$ cat src/rtl/tzfr_pkg.sv
`default_nettype none
// ----------------------------------------------------------------------------
// tzfr_pkg
// Shared types and constants of the multizone frame reducer.
// ----------------------------------------------------------------------------
package tzfr_pkg;

    localparam int MAX_ZONES   = 64;
    localparam int SMALL_ZONES = 16;
    localparam int ZW          = $clog2(MAX_ZONES);

    // reduction modes
    localparam logic [2:0] MODE_SINGLE  = 3'd0;
    localparam logic [2:0] MODE_AVERAGE = 3'd1;
    localparam logic [2:0] MODE_NEAR    = 3'd2;
    localparam logic [2:0] MODE_FAR     = 3'd3;
    localparam logic [2:0] MODE_CENTRE  = 3'd4;

    // data selects
    localparam logic [2:0] SEL_DIST  = 3'd0;
    localparam logic [2:0] SEL_SIGMA = 3'd1;
    localparam logic [2:0] SEL_REFL  = 3'd2;
    localparam logic [2:0] SEL_COUNT = 3'd3;
    localparam logic [2:0] SEL_TEMP  = 3'd4;

    // register indexes
    localparam logic [1:0] REG_MODE  = 2'd0;
    localparam logic [1:0] REG_SEL   = 2'd1;
    localparam logic [1:0] REG_ZONE  = 2'd2;
    localparam logic [1:0] REG_GRID  = 2'd3;

    // result status
    localparam logic [1:0] ST_VALID   = 2'd0;
    localparam logic [1:0] ST_RANGE   = 2'd1;
    localparam logic [1:0] ST_NOVALID = 2'd2;

    localparam logic [23:0] Q8_MAX = 24'h7FFFFF;

    // what the front hands to the back per frame
    typedef enum logic [2:0] {
        K_DIRECT = 3'b001,  // value/status are final
        K_DIVIDE = 3'b010,  // (num)/den, then maybe root
        K_ROOT   = 3'b100   // root of num
    } t_kind;

    typedef struct packed {
        t_kind       kind;
        logic        do_root;
        logic [55:0] num;
        logic [6:0]  den;
        logic [23:0] value;
        logic [1:0]  status;
    } t_job;

    function automatic logic [23:0] sat_q8(input logic [63:0] v);
        sat_q8 = (v > {40'd0, Q8_MAX}) ? Q8_MAX : v[23:0];
    endfunction

endpackage : tzfr_pkg
`default_nettype wire

$ cat src/rtl/tzfr_front.sv
`default_nettype none
// ----------------------------------------------------------------------------
// tzfr_front
// Accumulates zones of one frame and closes it into a job for the back end.
// ----------------------------------------------------------------------------
module tzfr_front (
    input  wire logic            i_clk,
    input  wire logic            i_rst_n,
    input  wire logic            i_cfg_we,
    input  wire logic [1:0]      i_cfg_idx,
    input  wire logic [7:0]      i_cfg_data,
    input  wire logic            i_valid,
    output logic                 o_ready,
    input  wire logic [13:0]     i_distance_mm,
    input  wire logic [7:0]      i_target_state,
    input  wire logic [15:0]     i_sigma_mm,
    input  wire logic [7:0]      i_reflect_pct,
    input  wire logic [3:0]      i_targets_seen,
    input  wire logic [7:0]      i_die_temp_c,
    output logic                 o_job_valid,
    output tzfr_pkg::t_job       o_job,
    input  wire logic            i_job_ready
);
    import tzfr_pkg::*;

    logic [2:0]  r_mode, r_sel;
    logic [7:0]  r_zone;
    logic        r_grid;
    logic [ZW-1:0] r_cnt;
    logic [39:0] r_sum;
    logic [6:0]  r_vcnt;
    logic [13:0] r_bdist;
    logic [15:0] r_bdatum;
    logic        r_bfound;
    logic [15:0] r_sdatum;
    logic        r_svalid;
    logic [33:0] r_csum;
    logic        r_cinv;

    logic        acc, dvalid, zone_ok, last, centre;
    logic [15:0] datum;
    logic [31:0] sq;
    logic [6:0]  total;
    logic [39:0] sum_n;
    logic [6:0]  vcnt_n;
    logic [33:0] csum_n;
    logic        bfound_n, svalid_n, cinv_n;
    logic [15:0] bdatum_n, sdatum_n;
    t_job        job;

    assign o_ready = i_job_ready;
    assign acc     = i_valid && o_ready;
    assign total   = r_grid ? 7'(MAX_ZONES) : 7'(SMALL_ZONES);
    assign dvalid  = (i_target_state == 8'd5) || (i_target_state == 8'd6) ||
                     (i_target_state == 8'd9);
    assign last    = {1'b0, r_cnt} >= total - 7'd1;

    // pick the datum of this zone
    always_comb begin
        case (r_sel)
            SEL_DIST:  datum = {2'd0, i_distance_mm};
            SEL_SIGMA: datum = i_sigma_mm;
            SEL_REFL:  datum = {8'd0, i_reflect_pct};
            SEL_COUNT: datum = {12'd0, i_targets_seen};
            default:   datum = '0;
        endcase
        zone_ok = (r_sel == SEL_DIST) ? dvalid : (r_sel <= SEL_COUNT);
        sq      = (r_sel == SEL_SIGMA) ? i_sigma_mm * i_sigma_mm : {16'd0, datum};
        if (r_grid)
            centre = (r_cnt == ZW'(27)) || (r_cnt == ZW'(28)) ||
                     (r_cnt == ZW'(35)) || (r_cnt == ZW'(36));
        else
            centre = (r_cnt == ZW'(5)) || (r_cnt == ZW'(6)) ||
                     (r_cnt == ZW'(9)) || (r_cnt == ZW'(10));
    end

    // accumulate this zone
    always_comb begin
        sum_n = r_sum; vcnt_n = r_vcnt; csum_n = r_csum;
        bfound_n = r_bfound; bdatum_n = r_bdatum;
        svalid_n = r_svalid; sdatum_n = r_sdatum; cinv_n = r_cinv;
        case (r_mode)
            MODE_SINGLE: begin
                if ({2'd0, r_cnt} == r_zone) begin
                    sdatum_n = datum; svalid_n = zone_ok;
                end
            end
            MODE_AVERAGE: begin
                if (zone_ok) begin
                    sum_n = r_sum + {8'd0, sq}; vcnt_n = r_vcnt + 7'd1;
                end
            end
            MODE_NEAR, MODE_FAR: begin
                if (dvalid && (!r_bfound || ((r_mode == MODE_NEAR) ?
                    i_distance_mm < r_bdist : i_distance_mm > r_bdist))) begin
                    bfound_n = 1'b1; bdatum_n = datum;
                end
            end
            MODE_CENTRE: begin
                if (centre) begin
                    csum_n = r_csum + {2'd0, sq};
                    if (!zone_ok) cinv_n = 1'b1;
                end
            end
            default: ;
        endcase
    end

    // close the frame
    always_comb begin
        job = '0;
        job.kind = K_DIRECT;
        job.status = ST_VALID;
        if (r_sel == SEL_TEMP) begin
            job.value = {{8{i_die_temp_c[7]}}, i_die_temp_c, 8'd0};
        end else if (r_sel > SEL_TEMP) begin
            job.status = ST_NOVALID;
        end else begin
            case (r_mode)
                MODE_SINGLE: begin
                    if ({1'b0, r_zone} >= {2'd0, total}) job.status = ST_RANGE;
                    else if (!svalid_n) job.status = ST_NOVALID;
                    else job.value = sat_q8({40'd0, sdatum_n, 8'd0});
                end
                MODE_AVERAGE: begin
                    if (vcnt_n == 7'd0) job.status = ST_NOVALID;
                    else begin
                        job.kind = K_DIVIDE;
                        job.den  = vcnt_n;
                        if (r_sel == SEL_SIGMA) begin
                            job.do_root = 1'b1;
                            job.num = {sum_n, 16'd0};
                        end else
                            job.num = {8'd0, sum_n, 8'd0} + {49'd0, vcnt_n >> 1};
                    end
                end
                MODE_NEAR, MODE_FAR: begin
                    if (!bfound_n) job.status = ST_NOVALID;
                    else job.value = sat_q8({40'd0, bdatum_n, 8'd0});
                end
                MODE_CENTRE: begin
                    if (cinv_n) job.status = ST_NOVALID;
                    else if (r_sel == SEL_SIGMA) begin
                        job.kind = K_ROOT;
                        job.num  = {8'd0, csum_n, 14'd0};
                    end else
                        job.value = sat_q8({24'd0, csum_n, 6'd0});
                end
                default: job.status = ST_NOVALID;
            endcase
        end
    end

    // register the job towards the queue
    always_ff @(posedge i_clk) begin
        if (!i_rst_n) o_job_valid <= 1'b0;
        else o_job_valid <= acc && last;
        o_job <= job;
    end

    // frame state and registers
    always_ff @(posedge i_clk) begin
        if (!i_rst_n) begin
            r_mode <= '0; r_sel <= '0; r_zone <= '0; r_grid <= 1'b0;
            r_cnt <= '0; r_sum <= '0; r_vcnt <= '0; r_bdist <= '0;
            r_bdatum <= '0; r_bfound <= 1'b0; r_sdatum <= '0;
            r_svalid <= 1'b0; r_csum <= '0; r_cinv <= 1'b0;
        end else begin
            if (i_cfg_we) begin
                case (i_cfg_idx)
                    REG_MODE: r_mode <= i_cfg_data[2:0];
                    REG_SEL:  r_sel  <= i_cfg_data[2:0];
                    REG_ZONE: r_zone <= i_cfg_data;
                    REG_GRID: r_grid <= i_cfg_data[0];
                    default: ;
                endcase
            end
            if (acc) begin
                if (last) begin
                    r_cnt <= '0; r_sum <= '0; r_vcnt <= '0; r_bdist <= '0;
                    r_bdatum <= '0; r_bfound <= 1'b0; r_sdatum <= '0;
                    r_svalid <= 1'b0; r_csum <= '0; r_cinv <= 1'b0;
                end else begin
                    r_cnt <= r_cnt + ZW'(1);
                    r_sum <= sum_n; r_vcnt <= vcnt_n; r_csum <= csum_n;
                    r_bfound <= bfound_n; r_bdatum <= bdatum_n;
                    r_svalid <= svalid_n; r_sdatum <= sdatum_n; r_cinv <= cinv_n;
                    if (bfound_n && !(r_bfound && bdatum_n == r_bdatum &&
                        r_mode != MODE_NEAR && r_mode != MODE_FAR))
                        r_bdist <= (bfound_n != r_bfound ||
                                    (r_mode == MODE_NEAR ? i_distance_mm < r_bdist
                                                         : i_distance_mm > r_bdist))
                                   && dvalid ? i_distance_mm : r_bdist;
                end
            end
        end
    end
endmodule : tzfr_front
`default_nettype wire

$ cat src/rtl/tzfr_back.sv
`default_nettype none
// ----------------------------------------------------------------------------
// tzfr_back
// Two-entry job queue, then a bit-serial divider and square root per frame.
// ----------------------------------------------------------------------------
module tzfr_back (
    input  wire logic            i_clk,
    input  wire logic            i_rst_n,
    input  wire logic            i_job_valid,
    input  tzfr_pkg::t_job       i_job,
    output logic                 o_job_ready,
    output logic                 o_valid,
    input  wire logic            i_ready,
    output logic [23:0]          o_frame_value_q8,
    output logic [1:0]           o_frame_status
);
    import tzfr_pkg::*;

    typedef enum logic [3:0] {
        S_IDLE = 4'b0001, S_DIV = 4'b0010, S_ROOT = 4'b0100, S_OUT = 4'b1000
    } t_state;

    t_job        r_q [2];
    logic [1:0]  r_fill;
    logic        r_wp, r_rp;
    t_state      r_st;
    logic [55:0] r_rem, r_quo, r_v, r_r, r_bit;
    logic [6:0]  r_den;
    logic        r_root;
    logic [5:0]  r_i;
    logic        pop, push;
    logic [56:0] trial;
    logic [55:0] rb;
    t_job        head;

    // keep one slot free while a job is in flight upstream
    assign o_job_ready = (r_fill == 2'd0);
    assign push = i_job_valid;
    assign head = r_q[r_rp];
    assign pop  = (r_st == S_IDLE) && (r_fill != 2'd0);
    assign trial = {r_rem, r_quo[55]} ;
    assign rb = r_r + r_bit;

    always_ff @(posedge i_clk) begin
        if (push) r_q[r_wp] <= i_job;
    end

    always_ff @(posedge i_clk) begin
        if (!i_rst_n) begin
            r_fill <= '0; r_wp <= 1'b0; r_rp <= 1'b0; r_st <= S_IDLE;
            o_valid <= 1'b0;
        end else begin
            r_fill <= r_fill + {1'b0, push} - {1'b0, pop};
            if (push) r_wp <= ~r_wp;
            if (pop) r_rp <= ~r_rp;
            case (r_st)
                S_IDLE: begin
                    if (pop) begin
                        o_frame_value_q8 <= head.value;
                        o_frame_status   <= head.status;
                        r_root <= head.do_root;
                        r_den  <= head.den;
                        r_quo  <= head.num;
                        r_rem  <= '0;
                        r_i    <= '0;
                        r_v    <= head.num;
                        r_r    <= '0;
                        r_bit  <= 56'd1 << 54;
                        case (head.kind)
                            K_DIVIDE: r_st <= S_DIV;
                            K_ROOT:   r_st <= S_ROOT;
                            default: begin
                                r_st <= S_OUT; o_valid <= 1'b1;
                            end
                        endcase
                    end
                end
                // restoring divide, one quotient bit a cycle
                S_DIV: begin
                    if (trial >= {50'd0, r_den}) begin
                        r_rem <= 56'(trial - {50'd0, r_den});
                        r_quo <= {r_quo[54:0], 1'b1};
                    end else begin
                        r_rem <= trial[55:0];
                        r_quo <= {r_quo[54:0], 1'b0};
                    end
                    r_i <= r_i + 6'd1;
                    if (r_i == 6'd55) begin
                        if (r_root) begin
                            r_v <= {r_quo[54:0], trial >= {50'd0, r_den}};
                            r_st <= S_ROOT;
                        end else begin
                            o_frame_value_q8 <= sat_q8({8'd0, r_quo[54:0],
                                                trial >= {50'd0, r_den}});
                            o_valid <= 1'b1; r_st <= S_OUT;
                        end
                    end
                end
                // digit-by-digit root, two bits a cycle
                S_ROOT: begin
                    if (r_v >= rb) begin
                        r_v <= r_v - rb; r_r <= (r_r >> 1) + r_bit;
                    end else
                        r_r <= r_r >> 1;
                    r_bit <= r_bit >> 2;
                    if (r_bit == 56'd1) begin
                        o_frame_value_q8 <= sat_q8({8'd0, (r_v >= rb) ?
                                            (r_r >> 1) + r_bit : r_r >> 1});
                        o_valid <= 1'b1; r_st <= S_OUT;
                    end
                end
                S_OUT: begin
                    if (i_ready) begin
                        o_valid <= 1'b0; r_st <= S_IDLE;
                    end
                end
                default: r_st <= S_IDLE;
            endcase
        end
    end
endmodule : tzfr_back
`default_nettype wire

$ cat src/rtl/tof_zone_frame_reducer_core.sv
`default_nettype none
// ----------------------------------------------------------------------------
// tof_zone_frame_reducer_core
// Reduces each multizone range frame to one saturated Q.8 value.
// ----------------------------------------------------------------------------
// Zones enter on the i_valid/o_ready channel in raster order, 16 or 64 per
// frame; one zone a cycle is taken while the job queue has room. After the
// final zone of a frame one result leaves on o_valid/i_ready carrying
// o_frame_value_q8 and o_frame_status. Configuration is a write port
// (i_cfg_we, i_cfg_idx, i_cfg_data) used while the block is idle; the
// block itself does not enforce this. A direct result goes straight out;
// an average runs the 56-step serial divider, a root the 28-step square
// root, and the sigma average both in turn. The back end holds one frame
// at a time; while a job waits in its queue the front stalls until the
// back end is idle and takes it. When the receiver stalls, the result
// holds and the front keeps taking zones until a job waits in the queue.
// Synchronous reset clears configuration, counters, queue fill and state.
// ----------------------------------------------------------------------------
module tof_zone_frame_reducer_core (
    input  wire logic        i_clk,
    input  wire logic        i_rst_n,
    input  wire logic        i_cfg_we,
    input  wire logic [1:0]  i_cfg_idx,
    input  wire logic [7:0]  i_cfg_data,
    input  wire logic        i_valid,
    output logic             o_ready,
    input  wire logic [13:0] i_distance_mm,
    input  wire logic [7:0]  i_target_state,
    input  wire logic [15:0] i_sigma_mm,
    input  wire logic [7:0]  i_reflect_pct,
    input  wire logic [3:0]  i_targets_seen,
    input  wire logic [7:0]  i_die_temp_c,
    output logic             o_valid,
    input  wire logic        i_ready,
    output logic [23:0]      o_frame_value_q8,
    output logic [1:0]       o_frame_status
);
    import tzfr_pkg::*;

    logic jv, jr;
    t_job job;

    tzfr_front u_front (
        .i_clk, .i_rst_n, .i_cfg_we, .i_cfg_idx, .i_cfg_data,
        .i_valid, .o_ready, .i_distance_mm, .i_target_state, .i_sigma_mm,
        .i_reflect_pct, .i_targets_seen, .i_die_temp_c,
        .o_job_valid(jv), .o_job(job), .i_job_ready(jr)
    );

    tzfr_back u_back (
        .i_clk, .i_rst_n, .i_job_valid(jv), .i_job(job), .o_job_ready(jr),
        .o_valid, .i_ready, .o_frame_value_q8, .o_frame_status
    );
endmodule : tof_zone_frame_reducer_core
`default_nettype wire

$ cat config.mk
export PLATFORM = sky130hd
export DESIGN_NAME = tof_zone_frame_reducer_core
export DESIGN_NICKNAME = d
export VERILOG_FILES = /design/src/rtl/tzfr_pkg.sv /design/src/rtl/tzfr_front.sv /design/src/rtl/tzfr_back.sv /design/src/rtl/tof_zone_frame_reducer_core.sv
export SDC_FILE = /design/constraint.sdc
export NUM_CORES = 2
export LEC_CHECK = 0
export BUFFER_PORTS_ARGS = -buffer_cell sky130_fd_sc_hd__buf_2
export CORE_UTILIZATION = 45
export CTS_BUF_LIST = sky130_fd_sc_hd__clkbuf_8
export CTS_CLUSTER_SIZE = 28
export DETAILED_ROUTE_END_ITERATION = 10
export GPL_TIMING_DRIVEN = 0
export PLACE_DENSITY = 0.59
export SYNTH_ARGS = -nofsm -noshare
export SYNTH_HDL_FRONTEND = slang
export SYNTH_HIERARCHICAL = 1
export SYNTH_SLANG_ARGS = --single-unit
$ cat constraint.sdc
create_clock -name i_clk -period 11.95 [get_ports i_clk]
set_input_delay 2.39 -clock i_clk [delete_from_list [all_inputs] [get_ports i_clk]]
set_output_delay 2.39 -clock i_clk [all_outputs]
set_load 0.01 [all_outputs]
==> flow_summary.json <==
{
  "grt_pass1_vias": 41001,
  "start_util": 0.455,
  "reg2reg_from": "u_back/r_bit[0]",
  "fin_cells": 7204,
  "root_buffer": "clkbuf_8",
  "synthArstFlopShare": 0,
  "vias": 42288,
  "skew_ns": 0.0448,
  "cpPeakStageDelay_ns": 1.21,
  "hold_buffers": 0,
  "reg2reg_setup_slack_ns": 3.09,
  "pwr-share-comb": 0.589,
  "clock-sinks": 726,
  "drcViolationCount": 0,
  "whs_endpoint": "u_back/r_q[1][34]",
  "min_from": "u_front/o_job[34]",
  "antenna_left": 0,
  "swShare": 0.472,
  "grtUsageMet3": 0.0453,
  "overflow": 0,
  "p_seq_frac": 0.236,
  "critPathLaunchType": "input pin",
  "routedWlPerCell_um": 23.4,
  "yosysSeqAreaShare": 0.383,
  "cell_internal_pwr_mw": 7.33,
  "hold_class": "reg -> reg",
  "die_w_um": 337,
  "cp-end-kind": "flip-flop",
  "cp_max_fo": 10,
  "syn_area_sq_um": 50400,
  "clk_pin_slew_ns": 0.06,
  "reg2reg_depth": 29,
  "p_per_area_nw_per_um2": 249,
  "outcome": "complete, but fails checks",
  "met2_usage": 0.483,
  "power_switching_mw": 6.56,
  "min_path_cells": 0,
  "hpwl_mm": 132,
  "place_area_sq_um": 53000,
  "wl_mm": 169,
  "crit_top_cell": "fa_1",
  "tns_ns": 0,
  "first_iter_violations": 3998,
  "arrival_ns": 12.37,
  "critical_path_class": "in -> reg",
  "ys_ff_latch": 726,
  "antenna_found_initial": 7,
  "grt_use_total": 0.297,
  "die_area_sq_um": 113000,
  "vias_per_cell": 5.87,
  "grt_busiest_layer": "met2",
  "grt_max_degree": 61,
  "grt_pass1_wl_mm": 253,
  "cts_made_buffers": 131,
  "ys_types": 113,
  "synth-main-ff-cell": "edfxtp_1",
  "cts_max_level": 4,
  "violations": "max-capacitance violations, max-slew violations",
  "cap_violations": 1,
  "cts_tree": "done",
  "worst-slew-pin-transition_ns": 1.53,
  "dp_cells": 6966,
  "holdWs_ns": 0.387,
  "critPathSlowestCell": "nor3b_1",
  "r2r_end": "u_back/o_frame_value_q8[4]",
  "period_needed_ns": 11.70,
  "ir_worst_vdd_uv": 217,
  "slew_headroom": -0.0244,
  "gp_congestion": 0.971,
  "clk_latency_ns": 0.83,
  "p_clk_frac": 0.175,
  "first_pass_iters": 6,
  "place.port_buffers": 98,
  "yosys_warnings": 6,
  "synth_edf_count": 478,
  "fmax_ghz": 0.0855,
  "syn_area_per_cell_sq_um": 9.38,
  "p_leak_nw": 22.1,
  "netlist_instances": 5369,
  "final_max_slew_viol_count": 3,
  "fp.coreArea_sq_um": 111000,
  "post-route-period-util": 0.979,
  "die_h_um": 337,
  "drive_gt1_frac": 0.0844,
  "power_mw": 13.9,
  "final_area_sq_um": 55800,
  "finalSetupViolCount": 0,
  "io_pins": 101,
  "globalRouteMet1Util": 0.387,
  "cts_buffer_depth": 3,
  "layout.nets": 6165,
  "synthToLayoutAreaGrowth_pct": 10.8,
  "rows": 122,
  "finalHoldViolCount": 0,
  "worstPathRequired_ns": 12.63
}
==> flip-flops by register name, indices dropped and copies added (netlist names), 14 cells and up, named ones only <==
signal and count:
u_front/r_sum 40, u_back/o_frame_value_q8 24, u_back/r_bit 28, u_front/r_bdist 14
u_back/r_rem 56, u_front/r_bdatum 16, u_back/r_r 56, u_front/o_job 86
u_back/r_q 186, u_front/r_sdatum 16, u_front/r_csum 34, u_back/r_v 56
u_back/r_quo 56
==> per-layer routing <==
layer	routed length [um]	vias up
met1	70900	20585
met5	0	-
met3	11300	322
met2	78700	1610
li1	-	19771
met4	7830	0
==> final cells by class <==
class | count | area (sq um)
antenna | 2 | 5.00
buffer | 252 | 1090
clock buffer | 149 | 2050
clock inverter | 87 | 641
fill | 10572 | 55000
inverter | 338 | 1270
multi-input combinational | 4050 | 28900
sequential | 726 | 19300
tap | 1488 | 1860
timing repair buffer | 112 | 731
==> Yosys cell counts (all sizes together) (10+ instances only) <==
cell type | number | area (sq um)
a211o | 11 | 96.3
a211oi | 46 | 380
a21boi | 15 | 116
a21o | 88 | 663
a21oi | 398 | 2010
a221oi | 11 | 96.3
a22oi | 67 | 503
a31o | 21 | 184
a31oi | 101 | 659
and2 | 141 | 883
and3 | 24 | 151
and4 | 16 | 143
buf | 55 | 312
clkbuf | 201 | 777
dfxtp | 248 | 4960
edfxtp | 478 | 14400
fa | 164 | 3280
ha | 317 | 3970
inv | 337 | 1260
mux2 | 27 | 304
mux2i | 146 | 1460
nand2 | 449 | 1690
nand2b | 39 | 244
nand3 | 79 | 405
nand3b | 15 | 113
nand4 | 55 | 344
nor2 | 628 | 2360
nor2b | 54 | 338
nor3 | 97 | 495
nor3b | 20 | 160
nor4 | 40 | 290
o211a | 10 | 100
o211ai | 27 | 208
o21a | 36 | 270
o21ai | 282 | 1420
o21bai | 37 | 278
o221ai | 37 | 324
o22ai | 20 | 125
o31a | 13 | 115
o31ai | 26 | 200
or2 | 17 | 106
or3 | 33 | 206
or4 | 15 | 120
xnor2 | 163 | 1430
xor2 | 149 | 1310
==> through the flow <==
| stage | util | setup WS [ns] |
|---|---|---|
| 6_report | 0.504 | 0.251 |
| 4_1_cts | 0.503 | 0.0143 |
| 5_1_grt | 0.504 | -0.00337 |
| 2_1_floorplan | - | 1.11 |
| 3_5_place_dp | 0.478 | -1.81 |
| 3_3_place_gp | 0.476 | -1.82 |
==> worst max-delay path: cells and delay by family <==
| family | cells | cell delay (ns) |
|---|---|---|
| AOI/OAI and AO/OA | 13 | 2.64 |
| adders and majority gates | 8 | 3.85 |
| buffers and inverters | 8 | 1.54 |
| muxes | 1 | 0.35 |
| and+or+nand+nor | 4 | 1.54 |
==> cells in the final DEF, fill, tap and decap left out, types with 23 or more instances in the layout <==
| cell | synthesis | layout |
|---|---|---|
| o31ai_1 | 25 | 25 |
| o21a_1 | 36 | 34 |
| and2_1 | 140 | 139 |
| clkbuf_8 | 2 | 151 |
| clkbuf_1 | 197 | 180 |
| nor2_1 | 625 | 620 |
| nor4_1 | 35 | 35 |
| a22oi_1 | 67 | 67 |
| nand2_1 | 448 | 448 |
| nand2b_1 | 39 | 39 |
| edfxtp_1 | 478 | 478 |
| o211ai_1 | 26 | 26 |
| nand4_1 | 55 | 55 |
| mux2_2 | 26 | 26 |
| nor2b_1 | 54 | 53 |
| mux2i_1 | 146 | 145 |
| fa_1 | 164 | 164 |
| ha_1 | 317 | 317 |
| o221ai_1 | 37 | 37 |
| o21bai_1 | 37 | 37 |
| nand3_1 | 77 | 77 |
| o21ai_0 | 262 | 260 |
| buf_2 | 12 | 110 |
| and3_1 | 23 | 23 |
| a21oi_1 | 394 | 390 |
| a211oi_1 | 42 | 39 |
| xor2_1 | 149 | 149 |
| a21o_1 | 86 | 86 |
| a31oi_1 | 98 | 98 |
| or3_1 | 33 | 33 |
| dfxtp_1 | 248 | 248 |
| buf_1 | 26 | 26 |
| xnor2_1 | 163 | 162 |
| nor3_1 | 95 | 95 |
| inv_1 | 336 | 376 |
==> logic make-up after synthesis <==
family / synth area share
xor+xnor: 0.0542
simple gates: 0.164
fa+ha+maj: 0.144
compound gates: 0.170
mux: 0.0368
other cells: 0.0000744
flops: 0.383
buf+inv: 0.0468
==> worst max path at each step <==
stage	start	end	slack, ns
floorplan	i_sigma_mm[5]	u_front/o_job[19]	1.11
global placement	i_sigma_mm[1]	u_front/o_job[16]	-1.82
detailed placement	i_sigma_mm[1]	u_front/o_job[9]	-1.81
CTS	i_sigma_mm[11]	u_front/o_job[16]	0.01
global route	i_sigma_mm[13]	u_front/o_job[9]	-0.003
finish	i_sigma_mm[13]	u_front/o_job[16]	0.25
==> power by group through the flow <==
stage / Combinational (mW) / Sequential (mW) / Clock [mW]
2_1_floorplan: 5.90 / 3.23 / 0
3_3_place_gp: 7.93 / 3.34 / 0
3_5_place_dp: 7.94 / 3.32 / 0
4_1_cts: 8.06 / 3.27 / 2.48
5_1_grt: 9.04 / 3.30 / 2.59
6_report: 8.19 / 3.27 / 2.43
==> timing repair <==
action	in CTS	in global routing
cloned	0	0
buffers inserted	1	2
pin swaps	1	3
resized for setup	15	23
setup endpoints to repair	28	25
endpoints found under the hold margin	0	0
Power figures use the tool's default switching activity.
